**src/design/rfrf_pkg.sv**
```systemverilog
// ----------------------------------------------------------------------------
// rfrf_pkg
// Types and constants shared by the request frame replay filter modules.
// ----------------------------------------------------------------------------
`default_nettype none

package rfrf_pkg;

  localparam int DEFAULT_REPLAY_DEPTH = 64;

  localparam logic [7:0] MAGIC_FIRST    = 8'h69;
  localparam logic [7:0] MAGIC_SECOND   = 8'h6B;
  localparam logic [7:0] NONCE_LAST_POS = 8'd5;
  localparam logic [7:0] POS_MAX        = 8'hFF;

  // Word index of the only register, taken from paddr[2].
  localparam logic REG_XOR_KEY = 1'b0;

  typedef enum logic [1:0] {
    ST_ACCEPTED  = 2'd0,
    ST_BAD_MAGIC = 2'd1,
    ST_DUPLICATE = 2'd2,
    ST_TOO_SHORT = 2'd3
  } status_e;

  typedef enum logic {
    T_IDLE = 1'b0,
    T_SCAN = 1'b1
  } top_state_e;

  typedef enum logic [1:0] {
    W_IDLE = 2'd0,
    W_SCAN = 2'd1,
    W_PUSH = 2'd2
  } win_state_e;

  typedef struct packed {
    logic        start;
    logic [31:0] nonce;
  } win_req_t;

  typedef struct packed {
    logic done;
    logic hit;
  } win_rsp_t;

endpackage

`default_nettype wire

```
**src/design/rfrf_ram.sv**
```systemverilog
// ----------------------------------------------------------------------------
// rfrf_ram
// Generic single-write, single-read RAM with a registered read port.
// ----------------------------------------------------------------------------
`default_nettype none

module rfrf_ram #(
  parameter  int WIDTH = 32,
  parameter  int DEPTH = 64,
  localparam int AW    = (DEPTH > 1) ? $clog2(DEPTH) : 1
) (
  input  wire logic             clk_i,
  input  wire logic             we_i,
  input  wire logic [AW-1:0]    waddr_i,
  input  wire logic [WIDTH-1:0] wdata_i,
  input  wire logic             re_i,
  input  wire logic [AW-1:0]    raddr_i,
  output logic      [WIDTH-1:0] rdata_o
);

  logic [WIDTH-1:0] mem_q [DEPTH];

  always_ff @(posedge clk_i) begin
    if (we_i) begin
      mem_q[waddr_i] <= wdata_i;
    end
    if (re_i) begin
      rdata_o <= mem_q[raddr_i];
    end
  end

endmodule

`default_nettype wire

```
**src/design/rfrf_window.sv**
```systemverilog
// ----------------------------------------------------------------------------
// rfrf_window
// FIFO window of recent nonces: scans held entries one per cycle through a
// shared comparator and, if none matches, appends the fresh nonce, evicting the oldest when full.
// ----------------------------------------------------------------------------
`default_nettype none

module rfrf_window
  import rfrf_pkg::*;
#(
  parameter int REPLAY_DEPTH = DEFAULT_REPLAY_DEPTH
) (
  input  wire logic     clk_i,
  input  wire logic     rst_ni,
  input  wire win_req_t req_i,
  output win_rsp_t      rsp_o
);

  localparam int AW = (REPLAY_DEPTH > 1) ? $clog2(REPLAY_DEPTH) : 1;
  localparam int CW = $clog2(REPLAY_DEPTH + 1);
  localparam logic [AW-1:0] LAST_SLOT = AW'(REPLAY_DEPTH - 1);
  localparam logic [CW-1:0] FULL      = CW'(REPLAY_DEPTH);

  win_state_e    state_q, state_d;
  logic [AW-1:0] oldest_q, oldest_d;
  logic [AW-1:0] tail_q, tail_d;
  logic [AW-1:0] scan_ptr_q, scan_ptr_d;
  logic [CW-1:0] held_q, held_d;
  logic [CW-1:0] issued_q, issued_d;
  logic          cmp_v_q, cmp_v_d;
  logic [31:0]   nonce_q, nonce_d;

  logic          issue;
  logic          hit;
  logic [31:0]   rd_data;

  function automatic logic [AW-1:0] next_slot(input logic [AW-1:0] p);
    next_slot = (p == LAST_SLOT) ? '0 : p + 1'b1;
  endfunction

  // The read issued in one cycle is compared in the next.
  assign issue = (state_q == W_SCAN) && (issued_q != held_q);
  assign hit   = cmp_v_q && (rd_data == nonce_q);

  rfrf_ram #(
    .WIDTH (32),
    .DEPTH (REPLAY_DEPTH)
  ) u_ram (
    .clk_i   (clk_i),
    .we_i    (state_q == W_PUSH),
    .waddr_i (tail_q),
    .wdata_i (nonce_q),
    .re_i    (issue),
    .raddr_i (scan_ptr_q),
    .rdata_o (rd_data)
  );

  always_comb begin
    state_d = state_q;
    case (state_q)
      W_IDLE: begin
        if (req_i.start) state_d = W_SCAN;
      end
      W_SCAN: begin
        if (hit) begin
          state_d = W_IDLE;
        end else if (!issue && !cmp_v_q) begin
          state_d = W_PUSH;
        end
      end
      W_PUSH:  state_d = W_IDLE;
      default: state_d = W_IDLE;
    endcase
  end

  always_comb begin
    rsp_o.done = ((state_q == W_SCAN) && hit) || (state_q == W_PUSH);
    rsp_o.hit  = (state_q == W_SCAN) && hit;
  end

  always_comb begin
    oldest_d   = oldest_q;
    tail_d     = tail_q;
    held_d     = held_q;
    scan_ptr_d = scan_ptr_q;
    issued_d   = issued_q;
    nonce_d    = nonce_q;
    cmp_v_d    = issue;
    if ((state_q == W_IDLE) && req_i.start) begin
      nonce_d    = req_i.nonce;
      scan_ptr_d = oldest_q;
      issued_d   = '0;
    end
    if (issue) begin
      scan_ptr_d = next_slot(scan_ptr_q);
      issued_d   = issued_q + 1'b1;
    end
    // When the window is full the tail sits on the oldest entry.
    if (state_q == W_PUSH) begin
      tail_d = next_slot(tail_q);
      if (held_q == FULL) begin
        oldest_d = next_slot(oldest_q);
      end else begin
        held_d = held_q + 1'b1;
      end
    end
  end

  always_ff @(posedge clk_i or negedge rst_ni) begin
    if (!rst_ni) begin
      state_q    <= W_IDLE;
      oldest_q   <= '0;
      tail_q     <= '0;
      held_q     <= '0;
      scan_ptr_q <= '0;
      issued_q   <= '0;
      cmp_v_q    <= 1'b0;
    end else begin
      state_q    <= state_d;
      oldest_q   <= oldest_d;
      tail_q     <= tail_d;
      held_q     <= held_d;
      scan_ptr_q <= scan_ptr_d;
      issued_q   <= issued_d;
      cmp_v_q    <= cmp_v_d;
    end
  end

  always_ff @(posedge clk_i) begin
    nonce_q <= nonce_d;
  end

endmodule

`default_nettype wire

```
**src/design/request_frame_replay_filter.sv**
```systemverilog
// ----------------------------------------------------------------------------
// request_frame_replay_filter
// Checks frame magic, descrambles bytes, rejects replayed nonces and passes
// the body bytes of accepted frames.
// ----------------------------------------------------------------------------
// Frame bytes enter on the in channel (data_byte_i, is_last_i) one word per
// handshake. Each word that carries a body byte, or that ends a frame, gives
// one word on the out channel; other words give nothing. The key is to be
// written over the APB port while the block is idle; the block does not check.
// A word that needs no nonce check has its result in the output register
// from the next cycle on. The byte completing the nonce of a frame with good
// magic holds the input back while the window unit, which holds up to
// REPLAY_DEPTH nonces, checks it: the unit reads the nonce RAM one entry per
// cycle into a single comparator, compares each entry after its read and,
// once the scan has drained, appends the fresh nonce. A duplicate ends the
// scan as soon as it is found, and no nonce is appended.
// A new word is taken while the output register is empty or being drained
// in the same cycle, so a stalled receiver holds the input back after one
// pending result. Reset empties the window and clears the frame state and
// the key; no memory clearing pass is needed.
// ----------------------------------------------------------------------------
`default_nettype none

module request_frame_replay_filter
  import rfrf_pkg::*;
#(
  parameter int REPLAY_DEPTH = DEFAULT_REPLAY_DEPTH
) (
  input  wire logic        clk_i,
  input  wire logic        rst_ni,
  input  wire logic        in_valid_i,
  output logic             in_ready_o,
  input  wire logic [7:0]  data_byte_i,
  input  wire logic        is_last_i,
  output logic             out_valid_o,
  input  wire logic        out_ready_i,
  output logic      [7:0]  body_byte_o,
  output logic             has_byte_o,
  output logic             frame_end_o,
  output logic      [1:0]  verdict_o,
  input  wire logic        psel,
  input  wire logic        penable,
  input  wire logic        pwrite,
  input  wire logic [2:0]  paddr,
  input  wire logic [31:0] pwdata,
  output logic      [31:0] prdata,
  output logic             pready
);

  top_state_e  state_q, state_d;
  logic [7:0]  pos_q, pos_d;
  status_e     status_q, status_d;
  logic [31:0] nonce_q, nonce_d;
  logic        pend_last_q, pend_last_d;
  logic [7:0]  xor_key_q, xor_key_d;
  logic        out_valid_q, out_valid_d;
  logic [7:0]  body_q, body_d;
  logic        has_q, has_d;
  logic        end_q, end_d;
  logic [1:0]  verdict_q, verdict_d;

  logic        in_fire;
  logic        cfg_write;
  logic        defer;
  logic        emit;
  logic [7:0]  plain;
  status_e     status_new;
  logic [31:0] nonce_new;
  status_e     verdict;
  win_req_t    win_req;
  win_rsp_t    win_rsp;

  assign in_ready_o = (state_q == T_IDLE) && (!out_valid_q || out_ready_i);
  assign in_fire    = in_valid_i && in_ready_o;
  assign plain      = data_byte_i ^ xor_key_q;

  assign pready    = 1'b1;
  assign cfg_write = psel && penable && pwrite;
  assign prdata    = (paddr[2] == REG_XOR_KEY) ? {24'h0, xor_key_q} : 32'h0;
  assign xor_key_d = (cfg_write && (paddr[2] == REG_XOR_KEY)) ? pwdata[7:0] : xor_key_q;

  assign out_valid_o = out_valid_q;
  assign body_byte_o = body_q;
  assign has_byte_o  = has_q;
  assign frame_end_o = end_q;
  assign verdict_o   = verdict_q;

  rfrf_window #(
    .REPLAY_DEPTH (REPLAY_DEPTH)
  ) u_window (
    .clk_i  (clk_i),
    .rst_ni (rst_ni),
    .req_i  (win_req),
    .rsp_o  (win_rsp)
  );

  // Byte decode for the word being accepted.
  always_comb begin
    status_new = status_q;
    nonce_new  = nonce_q;
    defer      = 1'b0;
    emit       = 1'b0;
    if (pos_q == 8'd0) begin
      if (data_byte_i != MAGIC_FIRST) status_new = ST_BAD_MAGIC;
    end else if (pos_q == 8'd1) begin
      if (data_byte_i != MAGIC_SECOND) status_new = ST_BAD_MAGIC;
    end else if (pos_q <= NONCE_LAST_POS) begin
      nonce_new = {plain, nonce_q[31:8]};
      defer     = (pos_q == NONCE_LAST_POS) && (status_q == ST_ACCEPTED);
    end else begin
      emit = (status_q == ST_ACCEPTED);
    end
    if ((status_new == ST_ACCEPTED) && (pos_q < NONCE_LAST_POS)) begin
      verdict = ST_TOO_SHORT;
    end else begin
      verdict = status_new;
    end
  end

  always_comb begin
    state_d = state_q;
    case (state_q)
      T_IDLE: begin
        if (in_fire && defer) state_d = T_SCAN;
      end
      T_SCAN: begin
        if (win_rsp.done) state_d = T_IDLE;
      end
      default: state_d = T_IDLE;
    endcase
  end

  always_comb begin
    pos_d         = pos_q;
    status_d      = status_q;
    nonce_d       = nonce_q;
    pend_last_d   = pend_last_q;
    out_valid_d   = out_valid_q && !out_ready_i;
    body_d        = body_q;
    has_d         = has_q;
    end_d         = end_q;
    verdict_d     = verdict_q;
    win_req.start = 1'b0;
    win_req.nonce = nonce_new;

    if ((state_q == T_IDLE) && in_fire) begin
      status_d = status_new;
      nonce_d  = nonce_new;
      if (defer) begin
        // The nonce check finishes the word once the window has answered.
        win_req.start = 1'b1;
        pend_last_d   = is_last_i;
      end else begin
        if (is_last_i) begin
          pos_d    = '0;
          status_d = ST_ACCEPTED;
          nonce_d  = '0;
        end else if (pos_q != POS_MAX) begin
          pos_d = pos_q + 1'b1;
        end
        if (emit || is_last_i) begin
          out_valid_d = 1'b1;
          body_d      = emit ? plain : 8'h00;
          has_d       = emit;
          end_d       = is_last_i;
          verdict_d   = is_last_i ? verdict : ST_ACCEPTED;
        end
      end
    end

    if ((state_q == T_SCAN) && win_rsp.done) begin
      if (pend_last_q) begin
        pos_d       = '0;
        status_d    = ST_ACCEPTED;
        nonce_d     = '0;
        out_valid_d = 1'b1;
        body_d      = 8'h00;
        has_d       = 1'b0;
        end_d       = 1'b1;
        verdict_d   = win_rsp.hit ? ST_DUPLICATE : ST_ACCEPTED;
      end else begin
        pos_d    = pos_q + 1'b1;
        status_d = win_rsp.hit ? ST_DUPLICATE : ST_ACCEPTED;
      end
    end
  end

  always_ff @(posedge clk_i or negedge rst_ni) begin
    if (!rst_ni) begin
      state_q     <= T_IDLE;
      pos_q       <= '0;
      status_q    <= ST_ACCEPTED;
      nonce_q     <= '0;
      pend_last_q <= 1'b0;
      xor_key_q   <= '0;
      out_valid_q <= 1'b0;
    end else begin
      state_q     <= state_d;
      pos_q       <= pos_d;
      status_q    <= status_d;
      nonce_q     <= nonce_d;
      pend_last_q <= pend_last_d;
      xor_key_q   <= xor_key_d;
      out_valid_q <= out_valid_d;
    end
  end

  always_ff @(posedge clk_i) begin
    body_q    <= body_d;
    has_q     <= has_d;
    end_q     <= end_d;
    verdict_q <= verdict_d;
  end

endmodule

`default_nettype wire

```
**config.mk**
```make
export PLATFORM = sky130hd
export DESIGN_NAME = request_frame_replay_filter
export DESIGN_NICKNAME = d
export VERILOG_FILES = /design/src/design/rfrf_pkg.sv /design/src/design/rfrf_ram.sv /design/src/design/rfrf_window.sv /design/src/design/request_frame_replay_filter.sv
export SDC_FILE = /design/constraint.sdc
export NUM_CORES = 2
export LEC_CHECK = 0
export BUFFER_PORTS_ARGS = -buffer_cell sky130_fd_sc_hd__clkbuf_2
export CORE_ASPECT_RATIO = 2
export CORE_MARGIN = 3
export CORE_UTILIZATION = 25
export DETAILED_ROUTE_END_ITERATION = 10
export GPL_TIMING_DRIVEN = 0
export PLACE_DENSITY_LB_ADDON = 0.3
export SLEW_MARGIN = 10
export SYNTH_ARGS = -nofsm -noshare
export SYNTH_HDL_FRONTEND = slang
export SYNTH_SLANG_ARGS = --single-unit
```
**constraint.sdc**
```tcl
create_clock -name clk_i -period 4.4 [get_ports clk_i]
set_input_delay 0.44 -clock clk_i [delete_from_list [all_inputs] [get_ports clk_i]]
set_output_delay 0.44 -clock clk_i [all_outputs]
set_load 0.01 [all_outputs]
```
# Yosys cells after proc, flatten, opt, wreduce, memory -nomap -nowiden
# Memories as Yosys holds them, arrays and structs flattened. A register that Yosys moved wholly into a read port is not among the register bits.
# Index checks and enable logic that the tools add are counted.
dict set report totals {
  elab_cells 160
  out_inout_bits 47
  mem_count 1
  ff_bits 132
  inputBits 51
  ram_bits 2048
}
dict set report op_classes {
  add_sub_neg 6
  n_bitwise 4
  n_eq_ne 16
  n_reduce_logical 35
  n_lt_le_gt_ge 2
  muxes 77
}
# memory words word_bits rd rd_ports_with_merged_regs wr line_no
set memory_table {}
lappend memory_table {u_window.u_ram.mem_q 64 32 1 1 1 rfrf_ram.sv:21} ;# logic [WIDTH-1:0] mem_q [DEPTH];
# op n
set ops {}
lappend ops {{$mux W32} 8}
lappend ops {{$mux W8} 13}
lappend ops {{$mux W2} 20}
lappend ops {{$eq A32 B32 Y1} 1}
lappend ops {{$mux W6} 5}
lappend ops {{$mux W1} 27}
lappend ops {{$add A6 B1 Y6 const B} 3}
lappend ops {{$eq A6 B6 Y1 const B} 3}
lappend ops {{$logic_and A1 B1 Y1} 16}
lappend ops {{$ne A8 B7 Y1 const B} 2}
lappend ops {{$add A7 B1 Y7 const B} 2}
lappend ops {{$mux W7} 2}
lappend ops {{$add A8 B1 Y8 const B} 1}
lappend ops {{$eq A8 B1 Y1 const B} 1}
lappend ops {{$eq A8 B3 Y1 const B} 1}
lappend ops {{$le A8 B3 Y1 const B} 1}
lappend ops {{$logic_not A8 Y1} 1}
lappend ops {{$lt A8 B3 Y1 const B} 1}
lappend ops {{$ne A8 B8 Y1 const B} 1}
lappend ops {{$reduce_and A2 Y1} 4}
lappend ops {{$xor A8 B8 Y8} 1}
lappend ops {{$eq A7 B7 Y1 const B} 1}
lappend ops {{$ne A7 B7 Y1} 1}
lappend ops {{$logic_not A2 Y1} 3}
lappend ops {{other kinds (12)} 21}

# Logic depth before layout (Yosys ltp)
dict set report logic_depth {
  depth_word 13
  ltp_mapped 10
  mapped_depth_nobuf 9
}

# By module
# A second synthesis with hierarchy kept.
dict set report unflattened {
  hier_cells 3951
  hier_area_um2 85430.7
}
# module seq_area_each_um2 instances area_each_um2 cells_per_inst
set modules_own_cells {}
lappend modules_own_cells {rfrf_ram 62459.9 1 78835.6 3324}
lappend modules_own_cells {request_frame_replay_filter 1566.5 1 3467.1 372}
lappend modules_own_cells {rfrf_window 1836.8 1 3128.0 255}

# Worst setup path before layout
# OpenSTA, ideal clock, no wires.
dict set report synth_timing {
  path_type {reg2reg}
  startpoint {register u_window.state_q[0]}
  endpoint {memory u_window.u_ram.mem_q[33][0] (enable)}
  arrival_ns 3.281
  setup_time_ns 0.461
  period_less_slack_ns 3.742
  n_path_buf 1
  required_time_ns 3.939
  setup_slack_ns 0.658
  stages_incl_launch_ff 5
  path_cell_list {dfrtp_1 > nor2b_1 > clkbuf_1 > nand3_1 > nor3_1}
}
dict set report synth_between {
  elab_chain_cells 3
}
# item line_no
set synth_rtl {}
lappend synth_rtl {{start, declared} rfrf_window.sv:24} ;# win_state_e state_q, state_d;
lappend synth_rtl {{start signal, assigned} rfrf_window.sv:119} ;# state_q <= state_d;
lappend synth_rtl {{$eq A2 B2 Y1} rfrf_window.sv:50} ;# .we_i (state_q == W_PUSH),
lappend synth_rtl {{$mux W1} rfrf_ram.sv:24} ;# if (we_i) begin
lappend synth_rtl {{$mux W1 (not written as such)} rfrf_ram.sv:25} ;# mem_q[waddr_i] <= wdata_i;
lappend synth_rtl {{end, declared} rfrf_ram.sv:21}
# No other way between the ends.

==> impl_metrics.csv <==
group,metric,value,unit
worst_setup_path,r2r_setup_slack,-0.03,ns
power,leakage,0.0312,uW
timing,timing.final.crit_share,1.01,
clocking,cts_tree,"done",
yosys,synth_top_area_share,0.742,
yosys,synth_edf_count,2112,
yosys,synth_cell_types,54,
worst_setup_path,startpoint_type,"register",
detailed_routing,wl,254,mm
die,rows,303,
global_routing,grt_max_degree,89,
yosys,synthTopCellsByArea,"edfxtp_1, mux4_2, dfrtp_1",
worst_setup_path,worstReg2RegEnd,"u_window.u_ram.rdata_o[16]",
die,dieArea,0.349,mm^2
clocking,clk_root_buffer_cell,"clkbuf_16",
worst_setup_path,cp-end-kind,"register",
worst_setup_path,critPathTopFamily,"buffers and inverters",
min_path,worstHoldPathCells,5,
worst_setup_path,cpPeakStageDelay,0.90,ns
timing,slew_viol_final,0,
worst_setup_path,path_common_cell,"clkbuf_1",
layout,nets,4208,
placed_design,gp_congestion,0.865,
global_routing,overflow,0,
power,vdd_drop_max,0.000367,V
layout,multiInputGateArea,0.0191,mm^2
run,maxCapViolations,0,
placed_design,port_buffers,46,
timing,layout_min_cycle_time,4.43,ns
run_status,violations,"negative setup slack",
min_path,holdCritPathClass,"in2reg",
timing,hold_viol,0,
detailed_routing,viasPerCell,4.64,
yosys,ys_ff_latch,2212,
die,die_y,833,um
power,powerDensity,544,mW/mm^2
yosys,syn-cell-area,0.0854,mm^2
min_path,worstHoldStart,"data_byte_i[3]",
detailed_routing,drc,0,
die,core_area,0.340,mm^2
yosys,ys_async_sr_fraction,0.0398,
placed_design,dp_slack,-0.759,ns
worst_setup_path,reg2reg_depth,7,
detailed_routing,ant_nets,0,
yosys,yosys_warnings,0,
layout,fin_util,0.298,
yosys,ys_seq_area_frac,0.771,
timing,clock.fmax,0.226,GHz
die,initial_utilization,0.251,
yosys,syn_inst,3703,
layout,syn2layout_area_growth,18.5,%
die,fp.dieW,419,um
worst_setup_path,critPathKind,"reg2reg",
worst_setup_path,worst-path-max-fanout,10,
clocking,cts_max_path_buffers,4,
layout,ff_latch_area,0.0659,mm^2
die,ios,98,
run_status,status,"complete, but fails checks",
placed_design,dp_hpwl,179,mm
detailed_routing,num_vias,40400,
timing,rsz0062_at_grt,"false",
detailed_routing,drt_iter0_drc,3550,
timing,layout_setup_ws,-0.0296,ns
clocking,clock_latency,0.86,ns
worst_setup_path,critPathArrivalTime,4.93,ns
yosys,syn_avg_cell_area,23.1,um^2
worst_setup_path,reg2reg_from,"u_window.scan_ptr_q[2]",
global_routing,track_usage,0.144,
min_path,worstHoldEndpoint,"body_byte_o[3]",
global_routing,antenna_found_initial,11,
yosys,synth_area_leader_cell,"edfxtp_1",
worst_setup_path,path_buf_inv,3,
timing,finClkSkew,0.0328,ns
clocking,h-tree-depth,4,
global_routing,grt_first_pass_wirelength,351,mm
clocking,cts_made_buffers,183,
yosys,synth-main-ff-cell,"edfxtp_1",
timing,tightestPinTransition,1.24,ns
worst_setup_path,cp.required,4.90,ns
detailed_routing,wl_per_cell,29.1,um
layout,drive_above_1_share,0.315,
clocking,clkTransAtPathRegs,0.08,ns
timing,setup_viol,2,
worst_setup_path,crit_chain,"clkbuf_1 -> clkbuf_2 -> clkbuf_1 -> mux4_2 -> mux2_2 -> nand2_1 -> o21ai_0",
timing,relSlewSlack,0.175,
timing,final.setup.tns,-0.0557,ns
detailed_routing,drt-pass1-iter-count,6,
layout,fillers,32800,
clocking,cts.sinks,2212,
worst_setup_path,critical-path-slowest-cell,"clkbuf_1",
global_routing,grt_pass1_vias,43300,
[sequential cells by signal (all words and copies together) (netlist names), 6 cells and up]
| signal | flops |
|---|---|
| u_window.u_ram.mem_q | 2048 |
| nonce_q | 32 |
| u_window.nonce_q | 32 |
| u_window.u_ram.rdata_o | 32 |
| body_byte_o | 8 |
| pos_q | 8 |
| xor_key_q | 8 |
| u_window.held_q | 7 |
| u_window.issued_q | 7 |
| u_window.oldest_q | 6 |
| u_window.scan_ptr_q | 6 |
| u_window.tail_q | 6 |
[worst register-to-register path, delay by kind of cell, from the launching register on]
kind                   cells  cell delay (ns)
buffers and inverters      3             2.57
muxes                      2             0.84
DFF                        1             0.33
AOI/OAI and AO/OA          1             0.26
and+or+nand+nor            1             0.08
[metal layers]
| metal | track usage | routed length, um |
|---|---|---|
| met5 | 0 | 0 |
| met4 | 0.0696 | 13700 |
| met3 | 0.0128 | 8330 |
| met2 | 0.296 | 151000 |
| met1 | 0.138 | 80100 |
[repair_timing]
action	4_1_cts	5_1_grt
cloned	0	0
hold buffers	14	0
buffers inserted	0	0
gates resized for setup	25	3
setup endpoints to repair	29	3
endpoints found under the hold margin	102	0
[cell usage after synthesis (all sizes together), types with 29 or more instances]
master  count
a22oi      33
buf       115
clkbuf     99
dfrtp      88
edfxtp   2112
mux2       44
mux4      659
nand2      61
nand3      29
nor2      141
nor2b      39
o21ai      39
[metrics by stage]
step / cells / power, uW / area, um^2 / hold WS, ns
3_3_place_gp: 8194 / 39400 / 91300 / 0.444
4_1_cts: 8709 / 55800 / 101000 / 0.00529
2_1_floorplan: 3726 / 33300 / 85500 / 0.144
5_1_grt: 8710 / 56700 / 101000 / 0.112
6_report: 8712 / 55100 / 101000 / 0.0546
3_5_place_dp: 8371 / 39600 / 95400 / 0.455
[how the worst max path moves through the flow]
stage	startpoint	end	slack, ns	depth (start not counted)
detailed placement	u_window.scan_ptr_q[0]	u_window.u_ram.rdata_o[26]	-0.76	8
floorplan	u_window.state_q[0]	u_window.u_ram.mem_q[33][0]	0.66	4
CTS	u_window.scan_ptr_q[1]	u_window.u_ram.rdata_o[31]	0.02	8
global route	u_window.scan_ptr_q[0]	u_window.u_ram.rdata_o[31]	0.07	8
finish	u_window.scan_ptr_q[2]	u_window.u_ram.rdata_o[16]	-0.03	7
global placement	u_window.state_q[1]	u_window.u_ram.mem_q[33][20]	-4.27	4
[cell families (layout without fill, tap and decap cells)]
| kind of cell | after synthesis | count (layout) | share of synthesized area |
|---|---|---|---|
| DFF | 2212 | 2212 | 0.771 |
| muxes | 714 | 714 | 0.181 |
| and+or+nand+nor | 343 | 343 | 0.0190 |
| buffers and inverters | 233 | 794 | 0.0124 |
| AOI/OAI and AO/OA | 144 | 144 | 0.0108 |
| xor gates and xnor gates | 45 | 45 | 0.00461 |
| adders and majority gates | 10 | 10 | 0.00146 |
| other | 2 | 28 | 0.0000879 |
[placed cells by master, fill, tap and decap left out, types with 44 or more instances in the layout]
cell type / n
buf_4: 46
buf_12: 77
mux4_2: 659
nor2_4: 62
dfrtp_1: 88
clkbuf_1: 123
clkinv_1: 46
edfxtp_1: 2112
nor2_1: 79
buf_2: 60
nand2_1: 61
mux2_2: 44
buf_16: 55
clkbuf_16: 185
clkbuf_2: 66
[cell type report]
cell class                      instances  share of cell area
Timing Repair Buffer                  237              0.0398
Multi-Input combinational cell       1281               0.188
Tap cell                             4422              0.0546
Inverter                               19            0.000704
Clock inverter                         92             0.00797
Antenna cell                            3           0.0000741
Clock buffer                          233              0.0478
Buffer                                213              0.0103
Sequential cell                      2212               0.650
[power by group]
| group | leakage [uW] | internal [uW] | switching (uW) | total, uW |
|---|---|---|---|---|
| registers | 0.0201 | 23300 | 253 | 23600 |
| logic | 0.00830 | 6570 | 8710 | 15300 |
| clock network | 0.00275 | 8620 | 7630 | 16200 |
Note: power is estimated with default switching activity, not from simulation.
